--- src/rtl/core/sattr_pkg.sv ---
// ----------------------------------------------------------------------------
// sattr_pkg
// Shared constants, types and codes for the sparse attention tile row block.
// ----------------------------------------------------------------------------
package sattr_pkg;

   // Tile and block geometry (powers of two)
   localparam int TILE_SHIFT = 6;
   localparam int TILE_ROWS  = 1 << TILE_SHIFT;
   localparam int EDGE_SHIFT = 2;
   localparam int BLOCK_EDGE = 1 << EDGE_SHIFT;

   // Field widths
   localparam int TEXT_W     = 16;
   localparam int DIM_W      = 10;
   localparam int HALF_W     = DIM_W - 1;
   localparam int TILE_NUM_W = 23;
   localparam int ROW_W      = 28;
   localparam int SIZE_W     = TILE_SHIFT + 1;
   localparam int SLOT_W     = TILE_SHIFT;
   localparam int STATUS_W   = 2;

   // Configuration port
   localparam int CSR_IDX_W  = 3;
   localparam int CSR_DATA_W = TEXT_W;

   // Derived widths
   localparam int SEG_TILES_W = TEXT_W - TILE_SHIFT + 1;
   localparam int PFX_TILES_W = SEG_TILES_W + 1;
   localparam int NT_W        = DIM_W - EDGE_SHIFT + 1;
   localparam int NH_W        = HALF_W - EDGE_SHIFT + 1;
   localparam int NHW_W       = 2 * NH_W;
   localparam int NBLK_W      = NT_W + NHW_W;
   localparam int EXT_W       = EDGE_SHIFT + 1;
   localparam int PROD1_W     = DIM_W + HALF_W;
   localparam int HW_W        = 2 * HALF_W;
   localparam int DIV_CNT_W   = $clog2(TILE_NUM_W);

   // Register reset values
   localparam logic [DIM_W-1:0] FRAMES_RST = DIM_W'(1);
   localparam logic [DIM_W-1:0] HEIGHT_RST = DIM_W'(2);
   localparam logic [DIM_W-1:0] WIDTH_RST  = DIM_W'(2);

   typedef enum logic [CSR_IDX_W-1:0] {
      CSR_TEXT_ROWS     = 3'd0,
      CSR_AUDIO_ROWS    = 3'd1,
      CSR_LATENT_FRAMES = 3'd2,
      CSR_LATENT_HEIGHT = 3'd3,
      CSR_LATENT_WIDTH  = 3'd4
   } csr_index_type;

   typedef enum logic [STATUS_W-1:0] {
      ST_OK     = 2'd0,
      ST_LAYOUT = 2'd1,
      ST_RANGE  = 2'd2
   } status_type;

   typedef enum logic [3:0] {
      SQ_IDLE,
      SQ_SETUP,
      SQ_TOTAL,
      SQ_CHECK,
      SQ_PFX,
      SQ_DIV1,
      SQ_DIV2,
      SQ_VGEO,
      SQ_VROW,
      SQ_EMIT,
      SQ_ONE
   } seq_state_type;

   // Configuration view handed to the sequencer
   typedef struct packed {
      logic [TEXT_W-1:0]      text_rows;
      logic [TEXT_W-1:0]      audio_rows;
      logic [DIM_W-1:0]       frames;
      logic [HALF_W-1:0]      half_h;
      logic [HALF_W-1:0]      half_w;
      logic [SEG_TILES_W-1:0] text_tiles;
      logic [PFX_TILES_W-1:0] pfx_tile_cnt;
      logic [NT_W-1:0]        nt;
      logic [NH_W-1:0]        nh;
      logic [NH_W-1:0]        nw;
      logic                   layout_ok;
   } cfg_type;

   typedef struct packed {
      logic                  start;
      logic [TILE_NUM_W-1:0] dividend;
      logic [NH_W-1:0]       divisor;
   } div_cmd_type;

   typedef struct packed {
      logic                  done;
      logic [TILE_NUM_W-1:0] quotient;
      logic [NH_W-1:0]       remainder;
   } div_res_type;

endpackage

--- src/rtl/core/sattr_ifs.sv ---
// ----------------------------------------------------------------------------
// sattr_ifs
// Request and response channel interfaces (valid/ready handshake).
// ----------------------------------------------------------------------------
interface sattr_req_if;
   logic                             valid;
   logic                             ready;
   logic [sattr_pkg::TILE_NUM_W-1:0] tile_number;

   modport source (output valid, output tile_number, input ready);
   modport sink   (input valid, input tile_number, output ready);
endinterface

interface sattr_rsp_if;
   logic                           valid;
   logic                           ready;
   logic [sattr_pkg::ROW_W-1:0]    row_index;
   logic                           row_present;
   logic [sattr_pkg::SIZE_W-1:0]   tile_size;
   logic                           prefix_tile;
   logic                           slot_last;
   logic [sattr_pkg::STATUS_W-1:0] status;

   modport source (output valid, output row_index, output row_present, output tile_size,
                   output prefix_tile, output slot_last, output status, input ready);
   modport sink   (input valid, input row_index, input row_present, input tile_size,
                   input prefix_tile, input slot_last, input status, output ready);
endinterface

--- src/rtl/core/sattr_csr.sv ---
// ----------------------------------------------------------------------------
// sattr_csr
// Layout registers, layout check and tile counts derived from them.
// ----------------------------------------------------------------------------
module sattr_csr (
   input  logic                                clock,
   input  logic                                reset,
   input  logic                                csr_we,
   input  logic [sattr_pkg::CSR_IDX_W-1:0]     csr_index,
   input  logic [sattr_pkg::CSR_DATA_W-1:0]    csr_data,
   output sattr_pkg::cfg_type                  cfg
);
   import sattr_pkg::*;

   logic [TEXT_W-1:0] text_ff, audio_ff;
   logic [DIM_W-1:0]  frames_ff, height_ff, width_ff;

   logic [TEXT_W:0]   text_sum, audio_sum;
   logic [DIM_W:0]    frames_sum;
   logic [HALF_W:0]   h_sum, w_sum;

   always_ff @(posedge clock) begin
      if (reset) begin
         text_ff   <= '0;
         audio_ff  <= '0;
         frames_ff <= FRAMES_RST;
         height_ff <= HEIGHT_RST;
         width_ff  <= WIDTH_RST;
      end else if (csr_we) begin
         case (csr_index)
            CSR_TEXT_ROWS:     text_ff   <= csr_data;
            CSR_AUDIO_ROWS:    audio_ff  <= csr_data;
            CSR_LATENT_FRAMES: frames_ff <= csr_data[DIM_W-1:0];
            CSR_LATENT_HEIGHT: height_ff <= csr_data[DIM_W-1:0];
            CSR_LATENT_WIDTH:  width_ff  <= csr_data[DIM_W-1:0];
            default: ;
         endcase
      end
   end

   // ceiling divides by power-of-two tile and edge sizes
   assign text_sum   = {1'b0, text_ff}  + (TEXT_W+1)'(TILE_ROWS - 1);
   assign audio_sum  = {1'b0, audio_ff} + (TEXT_W+1)'(TILE_ROWS - 1);
   assign frames_sum = {1'b0, frames_ff} + (DIM_W+1)'(BLOCK_EDGE - 1);
   assign h_sum      = {1'b0, height_ff[DIM_W-1:1]} + (HALF_W+1)'(BLOCK_EDGE - 1);
   assign w_sum      = {1'b0, width_ff[DIM_W-1:1]}  + (HALF_W+1)'(BLOCK_EDGE - 1);

   always_comb begin
      cfg.text_rows    = text_ff;
      cfg.audio_rows   = audio_ff;
      cfg.frames       = frames_ff;
      cfg.half_h       = height_ff[DIM_W-1:1];
      cfg.half_w       = width_ff[DIM_W-1:1];
      cfg.text_tiles   = text_sum[TEXT_W:TILE_SHIFT];
      cfg.pfx_tile_cnt = {1'b0, text_sum[TEXT_W:TILE_SHIFT]}
                       + {1'b0, audio_sum[TEXT_W:TILE_SHIFT]};
      cfg.nt           = frames_sum[DIM_W:EDGE_SHIFT];
      cfg.nh           = h_sum[HALF_W:EDGE_SHIFT];
      cfg.nw           = w_sum[HALF_W:EDGE_SHIFT];
      cfg.layout_ok    = (frames_ff != '0) && (height_ff[DIM_W-1:1] != '0)
                       && (width_ff[DIM_W-1:1] != '0) && !height_ff[0] && !width_ff[0];
   end

endmodule

--- src/rtl/core/sattr_div.sv ---
// ----------------------------------------------------------------------------
// sattr_div
// Shared restoring divider, one quotient bit per cycle.
// ----------------------------------------------------------------------------
module sattr_div (
   input  logic                   clock,
   input  logic                   reset,
   input  sattr_pkg::div_cmd_type cmd,
   output sattr_pkg::div_res_type res
);
   import sattr_pkg::*;

   logic                  busy_ff, done_ff;
   logic [DIV_CNT_W-1:0]  cnt_ff;
   logic [TILE_NUM_W-1:0] quo_ff;
   logic [NH_W-1:0]       rem_ff, dsr_ff;

   logic [NH_W:0]         shifted, trial;
   logic                  fits;

   assign shifted = {rem_ff, quo_ff[TILE_NUM_W-1]};
   assign trial   = shifted - {1'b0, dsr_ff};
   assign fits    = !trial[NH_W];

   always_ff @(posedge clock) begin
      if (reset) begin
         busy_ff <= 1'b0;
         done_ff <= 1'b0;
      end else begin
         done_ff <= 1'b0;
         if (cmd.start) begin
            busy_ff <= 1'b1;
            cnt_ff  <= '0;
            quo_ff  <= cmd.dividend;
            rem_ff  <= '0;
            dsr_ff  <= cmd.divisor;
         end else if (busy_ff) begin
            // remainder stays below the divisor, so the top bit drops
            rem_ff <= fits ? trial[NH_W-1:0] : shifted[NH_W-1:0];
            quo_ff <= {quo_ff[TILE_NUM_W-2:0], fits};
            cnt_ff <= cnt_ff + DIV_CNT_W'(1);
            if (cnt_ff == DIV_CNT_W'(TILE_NUM_W - 1)) begin
               busy_ff <= 1'b0;
               done_ff <= 1'b1;
            end
         end
      end
   end

   assign res.done      = done_ff;
   assign res.quotient  = quo_ff;
   assign res.remainder = rem_ff;

endmodule

--- src/rtl/core/sattr_seq.sv ---
// ----------------------------------------------------------------------------
// sattr_seq
// Request sequencer: tile decode, block geometry and slot emission.
// ----------------------------------------------------------------------------
module sattr_seq (
   input  logic                   clock,
   input  logic                   reset,
   input  sattr_pkg::cfg_type     cfg,
   output sattr_pkg::div_cmd_type div_cmd,
   input  sattr_pkg::div_res_type div_res,
   sattr_req_if.sink              req_if,
   sattr_rsp_if.source            rsp_if
);
   import sattr_pkg::*;

   seq_state_type          state_ff, state_in;
   logic [TILE_NUM_W-1:0]  tile_ff;
   logic [NHW_W-1:0]       nhw_ff;
   logic [NBLK_W-1:0]      nblk_ff;
   status_type             status_ff;
   logic [HALF_W-1:0]      bw_ff, bh_ff;
   logic [DIM_W-1:0]       bt_ff;
   logic [EXT_W-1:0]       dx_ff, dy_ff, dz_ff;
   logic [EDGE_SHIFT-1:0]  xo_ff, yo_ff;
   logic [PROD1_W-1:0]     prod1_ff;
   logic [HW_W-1:0]        hw_ff;
   logic [ROW_W-1:0]       vbase_ff, row_ff, line_ff, plane_ff;
   logic [SIZE_W-1:0]      size_ff;
   logic                   prefix_ff;
   logic [SLOT_W-1:0]      slot_ff;

   logic [NBLK_W-1:0]      total;
   logic                   out_of_range, in_text, in_prefix;
   logic                   rsp_fire, slot_end, present, emit;
   logic [SEG_TILES_W-1:0] pfx_idx;
   logic [TEXT_W:0]        pfx_start, pfx_left;
   logic [TEXT_W-1:0]      pfx_seg;
   logic [SIZE_W-1:0]      pfx_size;
   logic [ROW_W-1:0]       pfx_row;
   logic [PROD1_W-1:0]     vprod;
   logic [ROW_W-1:0]       vmul, next_line, next_plane;
   logic [3*EXT_W-1:0]     vcount;
   logic [SIZE_W-1:0]      vsize;
   logic [EXT_W-1:0]       xo_next, yo_next;

   function automatic logic [EXT_W-1:0] block_extent(input logic [DIM_W-1:0] limit,
                                                     input logic [DIM_W-1:0] origin);
      logic [DIM_W-1:0] diff;
      diff = limit - origin;
      return (diff >= DIM_W'(BLOCK_EDGE)) ? EXT_W'(BLOCK_EDGE) : diff[EXT_W-1:0];
   endfunction

   assign total        = NBLK_W'(cfg.pfx_tile_cnt) + nblk_ff;
   assign out_of_range = NBLK_W'(tile_ff) >= total;
   assign in_text      = tile_ff < TILE_NUM_W'(cfg.text_tiles);
   assign in_prefix    = tile_ff < TILE_NUM_W'(cfg.pfx_tile_cnt);

   // prefix tile: text or audio segment
   assign pfx_idx   = in_text ? tile_ff[SEG_TILES_W-1:0]
                              : tile_ff[SEG_TILES_W-1:0] - cfg.text_tiles;
   assign pfx_start = {pfx_idx, {TILE_SHIFT{1'b0}}};
   assign pfx_seg   = in_text ? cfg.text_rows : cfg.audio_rows;
   assign pfx_left  = {1'b0, pfx_seg} - pfx_start;
   assign pfx_size  = (pfx_left >= (TEXT_W+1)'(TILE_ROWS)) ? SIZE_W'(TILE_ROWS)
                                                           : pfx_left[SIZE_W-1:0];
   assign pfx_row   = ROW_W'(pfx_start) + (in_text ? ROW_W'(0) : ROW_W'(cfg.text_rows));

   // video block start row and size
   assign vprod  = bt_ff * cfg.half_h;
   assign vmul   = prod1_ff * cfg.half_w;
   assign vcount = dx_ff * dy_ff * dz_ff;
   assign vsize  = (vcount >= (3*EXT_W)'(TILE_ROWS)) ? SIZE_W'(TILE_ROWS)
                                                      : vcount[SIZE_W-1:0];

   assign next_line  = line_ff + ROW_W'(cfg.half_w);
   assign next_plane = plane_ff + ROW_W'(hw_ff);
   assign xo_next    = {1'b0, xo_ff} + EXT_W'(1);
   assign yo_next    = {1'b0, yo_ff} + EXT_W'(1);

   assign emit     = state_ff == SQ_EMIT;
   assign rsp_fire = rsp_if.valid && rsp_if.ready;
   assign slot_end = slot_ff == SLOT_W'(TILE_ROWS - 1);
   assign present  = {1'b0, slot_ff} < size_ff;

   always_ff @(posedge clock) begin
      if (reset) begin
         state_ff <= SQ_IDLE;
      end else begin
         state_ff <= state_in;
      end
   end

   always_comb begin
      state_in = state_ff;
      div_cmd  = '0;
      case (state_ff)
         SQ_IDLE: begin
            if (req_if.valid) state_in = SQ_SETUP;
         end
         SQ_SETUP: begin
            state_in = cfg.layout_ok ? SQ_TOTAL : SQ_ONE;
         end
         SQ_TOTAL: begin
            state_in = SQ_CHECK;
         end
         SQ_CHECK: begin
            if (out_of_range) begin
               state_in = SQ_ONE;
            end else if (in_prefix) begin
               state_in = SQ_PFX;
            end else begin
               state_in         = SQ_DIV1;
               div_cmd.start    = 1'b1;
               div_cmd.dividend = tile_ff - TILE_NUM_W'(cfg.pfx_tile_cnt);
               div_cmd.divisor  = cfg.nw;
            end
         end
         SQ_DIV1: begin
            // quotient of the column split feeds the row/frame split
            if (div_res.done) begin
               state_in         = SQ_DIV2;
               div_cmd.start    = 1'b1;
               div_cmd.dividend = div_res.quotient;
               div_cmd.divisor  = cfg.nh;
            end
         end
         SQ_DIV2: begin
            if (div_res.done) state_in = SQ_VGEO;
         end
         SQ_VGEO: state_in = SQ_VROW;
         SQ_VROW: state_in = SQ_EMIT;
         SQ_PFX:  state_in = SQ_EMIT;
         SQ_EMIT: begin
            if (rsp_fire && slot_end) state_in = SQ_IDLE;
         end
         SQ_ONE: begin
            if (rsp_fire) state_in = SQ_IDLE;
         end
         default: state_in = SQ_IDLE;
      endcase
   end

   always_ff @(posedge clock) begin
      case (state_ff)
         SQ_IDLE: begin
            if (req_if.valid) tile_ff <= req_if.tile_number;
         end
         SQ_SETUP: begin
            nhw_ff    <= cfg.nh * cfg.nw;
            status_ff <= cfg.layout_ok ? ST_OK : ST_LAYOUT;
         end
         SQ_TOTAL: begin
            nblk_ff <= cfg.nt * nhw_ff;
         end
         SQ_CHECK: begin
            if (out_of_range) status_ff <= ST_RANGE;
         end
         SQ_PFX: begin
            size_ff   <= pfx_size;
            row_ff    <= pfx_row;
            prefix_ff <= 1'b1;
            slot_ff   <= '0;
         end
         SQ_DIV1: begin
            if (div_res.done)
               bw_ff <= {div_res.remainder[HALF_W-EDGE_SHIFT-1:0], {EDGE_SHIFT{1'b0}}};
         end
         SQ_DIV2: begin
            if (div_res.done) begin
               bh_ff <= {div_res.remainder[HALF_W-EDGE_SHIFT-1:0], {EDGE_SHIFT{1'b0}}};
               bt_ff <= {div_res.quotient[DIM_W-EDGE_SHIFT-1:0], {EDGE_SHIFT{1'b0}}};
            end
         end
         SQ_VGEO: begin
            dz_ff    <= block_extent(cfg.frames, bt_ff);
            dy_ff    <= block_extent(DIM_W'(cfg.half_h), DIM_W'(bh_ff));
            dx_ff    <= block_extent(DIM_W'(cfg.half_w), DIM_W'(bw_ff));
            prod1_ff <= vprod + PROD1_W'(bh_ff);
            hw_ff    <= cfg.half_h * cfg.half_w;
            vbase_ff <= ROW_W'(cfg.text_rows) + ROW_W'(cfg.audio_rows) + ROW_W'(bw_ff);
         end
         SQ_VROW: begin
            row_ff    <= vmul + vbase_ff;
            line_ff   <= vmul + vbase_ff;
            plane_ff  <= vmul + vbase_ff;
            size_ff   <= vsize;
            prefix_ff <= 1'b0;
            slot_ff   <= '0;
            xo_ff     <= '0;
            yo_ff     <= '0;
         end
         SQ_EMIT: begin
            if (rsp_fire) begin
               slot_ff <= slot_ff + SLOT_W'(1);
               if (prefix_ff) begin
                  row_ff <= row_ff + ROW_W'(1);
               end else if (xo_next < dx_ff) begin
                  xo_ff  <= xo_next[EDGE_SHIFT-1:0];
                  row_ff <= row_ff + ROW_W'(1);
               end else begin
                  xo_ff <= '0;
                  if (yo_next < dy_ff) begin
                     yo_ff   <= yo_next[EDGE_SHIFT-1:0];
                     line_ff <= next_line;
                     row_ff  <= next_line;
                  end else begin
                     // next frame of the block
                     yo_ff    <= '0;
                     plane_ff <= next_plane;
                     line_ff  <= next_plane;
                     row_ff   <= next_plane;
                  end
               end
            end
         end
         default: ;
      endcase
   end

   assign req_if.ready       = state_ff == SQ_IDLE;
   assign rsp_if.valid       = emit || (state_ff == SQ_ONE);
   assign rsp_if.row_present = emit && present;
   assign rsp_if.row_index   = (emit && present) ? row_ff : '0;
   assign rsp_if.tile_size   = emit ? size_ff : '0;
   assign rsp_if.prefix_tile = emit && prefix_ff;
   assign rsp_if.slot_last   = (state_ff == SQ_ONE) || (emit && slot_end);
   assign rsp_if.status      = emit ? ST_OK : status_ff;

   a_last_to_idle: assert property (@(posedge clock) disable iff (reset)
      rsp_fire && rsp_if.slot_last |=> state_ff == SQ_IDLE)
      else $error("final response did not return sequencer to idle");

   a_present_ok: assert property (@(posedge clock) disable iff (reset)
      rsp_if.valid && rsp_if.row_present |-> rsp_if.status == ST_OK && rsp_if.tile_size != '0)
      else $error("row present on a non-ok or empty tile");

   a_pad_tail: assert property (@(posedge clock) disable iff (reset)
      rsp_fire && !rsp_if.row_present && !rsp_if.slot_last
      |=> rsp_if.valid && !rsp_if.row_present)
      else $error("row slot after a pad slot");

   a_div_state: assert property (@(posedge clock) disable iff (reset)
      div_res.done |-> state_ff == SQ_DIV1 || state_ff == SQ_DIV2)
      else $error("divider finished outside a divide step");

endmodule

--- src/rtl/core/sparse_attention_tile_rows.sv ---
// ----------------------------------------------------------------------------
// sparse_attention_tile_rows
// Row slots of one sparse attention tile, one slot per response.
//
// A request carries a tile number and is answered with 64 responses, one per
// slot, at one per cycle while the sink is ready. Before the first slot the
// block works out tile counts in its setup, total and check states; a text or
// audio tile then passes through a prefix state. A video tile is split into
// block coordinates by the shared restoring divider, two divides followed by
// a geometry step and a row step. Invalid layouts and tile numbers past the
// end give a single response. The block takes a new request only when the
// previous one has been fully answered.
// Layout registers must be written while no request is in flight.
// ----------------------------------------------------------------------------
module sparse_attention_tile_rows (
   input  logic                             clock,
   input  logic                             reset,
   input  logic                             csr_we,
   input  logic [sattr_pkg::CSR_IDX_W-1:0]  csr_index,
   input  logic [sattr_pkg::CSR_DATA_W-1:0] csr_data,
   sattr_req_if.sink                        req_if,
   sattr_rsp_if.source                      rsp_if
);
   import sattr_pkg::*;

   cfg_type     cfg;
   div_cmd_type div_cmd;
   div_res_type div_res;

   sattr_csr u_csr (
      .clock     (clock),
      .reset     (reset),
      .csr_we    (csr_we),
      .csr_index (csr_index),
      .csr_data  (csr_data),
      .cfg       (cfg)
   );

   sattr_div u_div (
      .clock (clock),
      .reset (reset),
      .cmd   (div_cmd),
      .res   (div_res)
   );

   sattr_seq u_seq (
      .clock   (clock),
      .reset   (reset),
      .cfg     (cfg),
      .div_cmd (div_cmd),
      .div_res (div_res),
      .req_if  (req_if),
      .rsp_if  (rsp_if)
   );

endmodule
--- src/flat_wrapper.sv ---
// flat-port wrapper written by rule: the top's interface ports become plain ports
module sparse_attention_tile_rows_flat import sattr_pkg::*;
  (clock, reset, csr_we, csr_index, csr_data, req_if_valid, req_if_tile_number, req_if_ready, rsp_if_valid, rsp_if_row_index, rsp_if_row_present, rsp_if_tile_size, rsp_if_prefix_tile, rsp_if_slot_last, rsp_if_status, rsp_if_ready);
  sattr_req_if req_if_i ();
  sattr_rsp_if rsp_if_i ();
  input  logic clock;
  input  logic reset;
  input  logic csr_we;
  input  logic [sattr_pkg::CSR_IDX_W-1:0] csr_index;
  input  logic [sattr_pkg::CSR_DATA_W-1:0] csr_data;
  input wire logic [$bits(req_if_i.valid)-1:0] req_if_valid;
  input wire logic [$bits(req_if_i.tile_number)-1:0] req_if_tile_number;
  output wire logic [$bits(req_if_i.ready)-1:0] req_if_ready;
  output wire logic [$bits(rsp_if_i.valid)-1:0] rsp_if_valid;
  output wire logic [$bits(rsp_if_i.row_index)-1:0] rsp_if_row_index;
  output wire logic [$bits(rsp_if_i.row_present)-1:0] rsp_if_row_present;
  output wire logic [$bits(rsp_if_i.tile_size)-1:0] rsp_if_tile_size;
  output wire logic [$bits(rsp_if_i.prefix_tile)-1:0] rsp_if_prefix_tile;
  output wire logic [$bits(rsp_if_i.slot_last)-1:0] rsp_if_slot_last;
  output wire logic [$bits(rsp_if_i.status)-1:0] rsp_if_status;
  input wire logic [$bits(rsp_if_i.ready)-1:0] rsp_if_ready;
  assign req_if_i.valid = req_if_valid;
  assign req_if_i.tile_number = req_if_tile_number;
  assign req_if_ready = req_if_i.ready;
  assign rsp_if_valid = rsp_if_i.valid;
  assign rsp_if_row_index = rsp_if_i.row_index;
  assign rsp_if_row_present = rsp_if_i.row_present;
  assign rsp_if_tile_size = rsp_if_i.tile_size;
  assign rsp_if_prefix_tile = rsp_if_i.prefix_tile;
  assign rsp_if_slot_last = rsp_if_i.slot_last;
  assign rsp_if_status = rsp_if_i.status;
  assign rsp_if_i.ready = rsp_if_ready;
  sparse_attention_tile_rows u_core (.clock(clock), .reset(reset), .csr_we(csr_we), .csr_index(csr_index), .csr_data(csr_data), .req_if(req_if_i), .rsp_if(rsp_if_i));
endmodule
--- config.mk ---
export PLATFORM = sky130hd
export DESIGN_NAME = sparse_attention_tile_rows_flat
export DESIGN_NICKNAME = d
export VERILOG_FILES = /design/src/rtl/core/sattr_pkg.sv /design/src/rtl/core/sattr_ifs.sv /design/src/rtl/core/sattr_csr.sv /design/src/rtl/core/sattr_div.sv /design/src/rtl/core/sattr_seq.sv /design/src/rtl/core/sparse_attention_tile_rows.sv /design/src/flat_wrapper.sv
export SDC_FILE = /design/constraint.sdc
export NUM_CORES = 2
export LEC_CHECK = 0
export BUFFER_PORTS_ARGS = -buffer_cell sky130_fd_sc_hd__clkbuf_2
export CAP_MARGIN = 20
export CORE_ASPECT_RATIO = 0.8
export CORE_MARGIN = 5
export CORE_UTILIZATION = 33
export DETAILED_ROUTE_END_ITERATION = 8
export HOLD_SLACK_MARGIN = 0.12
export SETUP_SLACK_MARGIN = 0.05
export SYNTH_ARGS = -nofsm -noshare
export SYNTH_HDL_FRONTEND = slang
export SYNTH_SLANG_ARGS = --single-unit
--- constraint.sdc ---
create_clock -name clock -period 14.4 [get_ports clock]
set_input_delay 0 -clock clock [delete_from_list [all_inputs] [get_ports clock]]
set_output_delay 0 -clock clock [all_outputs]
set_load 0.02 [all_outputs]
Word level (Yosys, flattened, before mapping). Cells that the tools add are included. W data, S select, Z words.

$add $sub $neg: 26. Mux-type cells: 60. Bitwise operators: 2. Reductions and logical operators: 45. Multiply operators: 7. $lt $le $gt $ge: 11. Eq/ne operators: 27.

Operators by type and width (count): $mux W28 (12); $pmux W28 S2 (2); $mux W32 (3); $pmux W28 S3 (1); $pmux W32 S2 (1); $mux W23 (2); $pmux W4 S10 (1); $add A16 B6 Y17 const B (2); $mux W16 (2); $ge A10 B3 Y1 const B (3); $add A28 B1 Y28 const B (1); $add A28 B18 Y28 (1); $add A28 B28 Y28 (1); $add A28 B9 Y28 (1); $mul A19 B9 Y28 (1); $mux W4 (7); $reduce_and A2 Y1 (13); $add A12 B25 Y25 (1); $ge A23 B25 Y1 (1); $mul A9 B16 Y25 (1); $lt A23 B11 Y1 (1); $lt A23 B12 Y1 (1); $sub A23 B12 Y23 (1); $mux W7 (3); 61 further kinds (115).

Input port bits: 47. Register bits after elaboration: 376. Output and inout bits: 42. Word-level logic and storage cells: 211.

Longest topological paths before layout.
Depth after elaboration: 8. Mapped depth: 36. Mapped depth without buffers: 35.

Hierarchy. From an unflattened synthesis, not the netlist that was laid out.

Cell total of the unflattened synthesis: 4597. Area, all modules: 41727.5 um^2.

Modules (own cells, without submodules): sattr_seq (area an instance 35678.0 um^2, sequential area each 7647.3 um^2, cells each 3941, instances 1); sattr_csr (area an instance 3653.5 um^2, sequential area each 1241.2 um^2, cells each 483, instances 1); sattr_div (area an instance 2396.0 um^2, sequential area each 1361.3 um^2, cells each 173, instances 1).

Worst setup path before layout. OpenSTA, ideal clock, no wires.

Kind: flip-flop to flip-flop. From: reg u_core.u_csr.text_ff[4]. To: reg u_core.u_div.quo_ff[0] (enable). Setup slack: 6.502 ns. Arrival time: 7.460 ns. Required time: 13.961 ns. Setup time: 0.439 ns. Period minus slack after synthesis: 7.898 ns. Path buffers: 1. Cell stages (with the launch flop): 35. Cell sequence: dfxtp_1 > nor4_1 > nand2_1 > xor2_1 > ha_1 > fa_1 > a21o_1 > a21oi_1 > o21bai_1 > a21oi_1 > o21bai_1 > a21oi_1 > o21bai_1 > a21oi_1 > xnor2_1 > ha_1 > nand2_1 > nor2_1 > a211oi_1 > o21ai_1 > a21o_1 > nand2_1 > nor2_1 > nand3_1 > xor2_1 > ha_1 > nand4_1 > nor4_1 > a221oi_1 > o21ai_0 > nor3_1 > or3_1 > o211ai_2 > buf_4 > a211oi_1.

Longest elaborated chain between the ends: 8. Elaborated cells on any way between the ends: 11. Those cells by class: 3 x add/sub; 2 x order compare; 1 x eq/ne; 3 x mux; 2 x reduce/logical.

Ends and longest elaborated chain: from (decl) (RTL line sattr_csr.sv:15) `logic [TEXT_W-1:0] text_ff, audio_ff;`; from (signal assigned) (RTL line sattr_csr.sv:31) `CSR_TEXT_ROWS: text_ff <= csr_data;`; $add A16 B6 Y17 (*) (RTL line sattr_csr.sv:42) `assign text_sum = {1'b0, text_ff} + (TEXT_W+1)'(TILE_ROWS - 1);`; $add A11 B11 Y12 (*) (RTL line sattr_csr.sv:56) `+ {1'b0, audio_sum[TEXT_W:TILE_SHIFT]};`; $add A12 B25 Y25 / $lt A23 B12 Y1 (equally long branches) (RTL line sattr_seq.sv:53, sattr_seq.sv:56); $ge A23 B25 Y1 / $mux W32 (equally long branches) (RTL line sattr_seq.sv:54, sattr_seq.sv:109); $mux W32 (*) (RTL line sattr_seq.sv:107) `if (out_of_range) begin`; $pmux W32 S2 (*) (RTL line sattr_seq.sv:96) `case (state_ff)`; $ne A3 B3 Y1 (no line) / $reduce_bool A2 Y1 (equally long branches); $reduce_and A3 Y1 (no line) (*); to (signal assigned) (RTL line sattr_div.sv:34) `quo_ff <= cmd.dividend;`; to (signal assigned) (RTL line sattr_div.sv:40) `quo_ff <= {quo_ff[TILE_NUM_W-2:0], fits};`; to (decl) (RTL line sattr_div.sv:15) `logic [TILE_NUM_W-1:0] quo_ff;`.

Mark *: on every way between the ends. The rest lies on a longest branch, timed or not. A chain may end at the register's enable or synchronous reset.

Worst setup path after layout.
From: reg u_core.u_csr.text_ff[4]. To: reg u_core.u_div.quo_ff[22] (enable).

The elaborated chain is that of the path after synthesis.

==> results.ini <==
[yosys]
synthCells=4399
post_synth.cell_area_avg_um2=9.17
ys_seq_area_share_pct=25.4
ys_ff_latch=364
netlist_area_mm2=0.0404
syn-num-nets=5241
yosys_warnings=0
ys.flop_type=edfxtp_1
synth_edf_count=296
async_flop_share_pct=0
ys_types=87

[timing]
rsz0062_at_grt=no
tightest_slew_ps=1040
fin_setup_tns_ps=0
finalHoldWorstSlack_ps=146
max_freq_mhz=120
fin_skew_ps=35.0
fin_crit_sh_pct=57.7
setup_viol=0
final_hold_viol_count=0
report.final.slew_viol_count=0
finalCriticalPeriod_ps=8310
slew-limit-headroom_pct=29.6

[global_routing]
overflow=0
grt_pass1_wl_um=177000
grt_use_total_pct=17.2
grt_max_degree=71
antenna_found_initial=12
first_global_vias=31148

[power_and_ir_drop]
intPower_mw=2.59
swShare_pct=38.8
p_seq_share_pct=37.3
switchingPower_mw=1.64
p_clk_share_pct=25.5
p_leak_nw=20.1
powerDensity_mw_per_mm2=94.6
ir_drop_mv=0.0730
p_comb_share_pct=37.2

[clock_network]
cts_root_buf=clkbuf_16
clkLatencyLatePin_ps=600
clk_pin_slew_ps=60
post_cts_buffers=0
cts_max_path_buffers=3
h-tree-depth=2
cts_num_sinks=364
numCtsBuffers=41
cts_tree=built
cts_resized=0

[hold_path]
hold_path.class=in -> reg
min-delay-start=req_if_tile_number[16]
hold_path_depth=2
min_to=u_core.u_seq.tile_ff[16]$_DFFE_PP_

[final_layout]
nets=5328
synthToLayoutAreaGrowth_pct=10.7
instances_no_fill=6150
drive_gt1_share_pct=5.76
fin_util_pct=36.9
stdcell_area_mm2=0.0447

[drt]
route.detailed.drc=0
ant_nets=0
drt_iter0_markers=2695
vias=31349
drt-total-wl_um=112000
wire_per_inst_um=18.2
post_drt_via_cell_ratio=5.10
firstDrtPassIters=6

[setup_path]
critPathRequiredTime_ps=14720
ff2ff_path_depth=35
critical_path_class=reg -> reg
startpoint_type=flip-flop
max_stage_delay_ps=490
path_max_fanout=49
cp_common_cell=a21oi_1
cp.buffers_inverters=2
worstPathArrival_ps=8630
r2r_setup_slack_ps=6090
worstReg2RegEnd=u_core.u_div.quo_ff[22]$_DFFE_PP_
timing.rr.start=u_core.u_csr.text_ff[4]$_SDFFE_PP0P_
cp_slowest_cell=or3_1
endpoint_kind=flip-flop
crit_family=compound AO/OA/AOI/OAI gates

[run]
cap_violations=0

[die]
num_io_pins=89
start_util_pct=33.3
coreArea_mm2=0.121
die_w_um=401
die_area_mm2=0.129
rows=114
die_h_um=323

[place]
dp_cells=5999
routabilityCongestion=0.885
port_buffers=88
post_dp_cell_area_mm2=0.0426
dp_hpwl_um=88100

[status]
outcome=complete, no violations

==> power by group through the flow <==
stage | registers, mW | clock network [mW] | logic (mW)
floorplan | 1.48 | 0 | 1.13
CTS | 1.57 | 1.09 | 1.55
global route | 1.60 | 1.14 | 1.75
finish | 1.58 | 1.08 | 1.57
global placement | 1.60 | 0 | 1.51
detailed placement | 1.60 | 0 | 1.53
==> how the worst max path moves through the flow <==
stage / start / to / depth (start not counted)
after floorplan: u_core.u_csr.text_ff[4]$_SDFFE_PP0P_ / u_core.u_div.quo_ff[0]$_DFFE_PP_ / 34
after global placement: u_core.u_csr.audio_ff[2]$_SDFFE_PP0P_ / u_core.u_div.quo_ff[15]$_DFFE_PP_ / 34
after detailed placement: u_core.u_csr.audio_ff[2]$_SDFFE_PP0P_ / u_core.u_div.quo_ff[15]$_DFFE_PP_ / 34
after CTS: u_core.u_csr.text_ff[4]$_SDFFE_PP0P_ / u_core.u_div.quo_ff[20]$_DFFE_PP_ / 34
after global routing: u_core.u_csr.audio_ff[2]$_SDFFE_PP0P_ / u_core.u_div.quo_ff[20]$_DFFE_PP_ / 35
final: u_core.u_csr.text_ff[4]$_SDFFE_PP0P_ / u_core.u_div.quo_ff[22]$_DFFE_PP_ / 35
==> cell families after synthesis <==
family / after synthesis / synth area share (%)
compound gates: 713 / 11.2
buf+inv: 681 / 6.38
fa+ha+maj: 795 / 31.6
flops: 364 / 25.4
simple gates: 1483 / 17.3
mux: 46 / 1.20
xor+xnor: 317 / 6.90
==> flip-flops by register name, indices dropped and copies added, names as in the netlist, 10 cells and up <==
register	flops
u_core.u_seq.line_ff	28
u_core.u_seq.plane_ff	28
u_core.u_seq.row_ff	28
u_core.u_seq.nblk_ff	25
u_core.u_div.quo_ff	23
u_core.u_seq.tile_ff	23
u_core.u_seq.hw_ff	18
u_core.u_seq.vbase_ff	18
u_core.u_seq.prod1_ff	17
u_core.u_csr.audio_ff	16
u_core.u_csr.text_ff	16
u_core.u_seq.nhw_ff	16
u_core.u_csr.frames_ff	10
u_core.u_csr.height_ff	10
u_core.u_csr.width_ff	10
==> through the flow <==
stage / worst slack, ps / total power, mW
final: 6090 / 4.23
after global routing: 5340 / 4.49
after CTS: 6080 / 4.22
after global placement: 6320 / 3.10
after floorplan: 6500 / 2.61
after detailed placement: 6120 / 3.12
==> final cells by class <==
type | count | area [um2]
Antenna cell | 9 | 22.5
Clock buffer | 51 | 1080
Clock inverter | 23 | 231
Fill cell | 12110 | 76400
Inverter | 526 | 1970
Multi-Input combinational cell | 3354 | 27600
Sequential cell | 364 | 10300
Tap cell | 1624 | 2030
Timing Repair Buffer | 199 | 1460
==> per-layer routing <==
metal  GRT usage, %  vias up  wire length (um)  share of wire (%)
met5              0        -                21              0.019
met1           25.9    15195             53700                 48
met3           4.15      152             10800                9.7
li1               -    14904                 -                  -
met4           4.33        4              2890                2.6
met2           24.6     1094             44300                 40
==> placed cells by master (no fill, tap or decap), types with 87 or more instances in the layout <==
master / Yosys / final
a21oi_1: 210 / 210
and2_1: 178 / 178
clkbuf_2: 0 / 89
edfxtp_1: 296 / 296
fa_1: 373 / 373
ha_1: 422 / 422
inv_1: 523 / 523
nand2_1: 612 / 611
nand3_1: 93 / 93
nor2_1: 260 / 259
nor2b_1: 88 / 87
o21ai_0: 129 / 129
xnor2_1: 196 / 193
xor2_1: 120 / 120
==> what timing repair did <==
action	in CTS	in global routing
hold buffers	65	0
hold endpoints to repair	112	0
endpoints found under the setup margin	0	0
==> synth_stat cells, types with 8 or more instances <==
master	count	area, um2
or2_2	16	100
ha_1	422	5280
a21oi_1	210	1050
a22oi_1	8	60.1
o31ai_1	14	105
buf_1	34	128
clkbuf_1	110	413
xnor2_1	196	1720
nor3_1	57	285
o211ai_1	12	90.1
o21ai_1	40	200
o41ai_1	9	78.8
dfxtp_1	68	1360
a21o_1	77	578
xor2_1	120	1050
o21ai_0	129	646
mux2_2	18	203
nand3_1	93	465
a31oi_1	19	119
or3_1	13	81.3
o21bai_1	27	203
a21boi_0	11	82.6
and2_1	178	1110
nand2_1	612	2300
nand4_1	31	194
o21a_1	38	285
fa_1	373	7470
nor2b_1	88	551
inv_1	523	1960
nor4_1	18	113
o22ai_1	23	144
a211oi_1	25	188
nand2b_1	50	313
buf_2	9	45.0
mux2i_1	28	280
nor2_1	260	976
edfxtp_1	296	8890
and3_1	35	219
No activity file was read; power rests on OpenSTA's default activity.
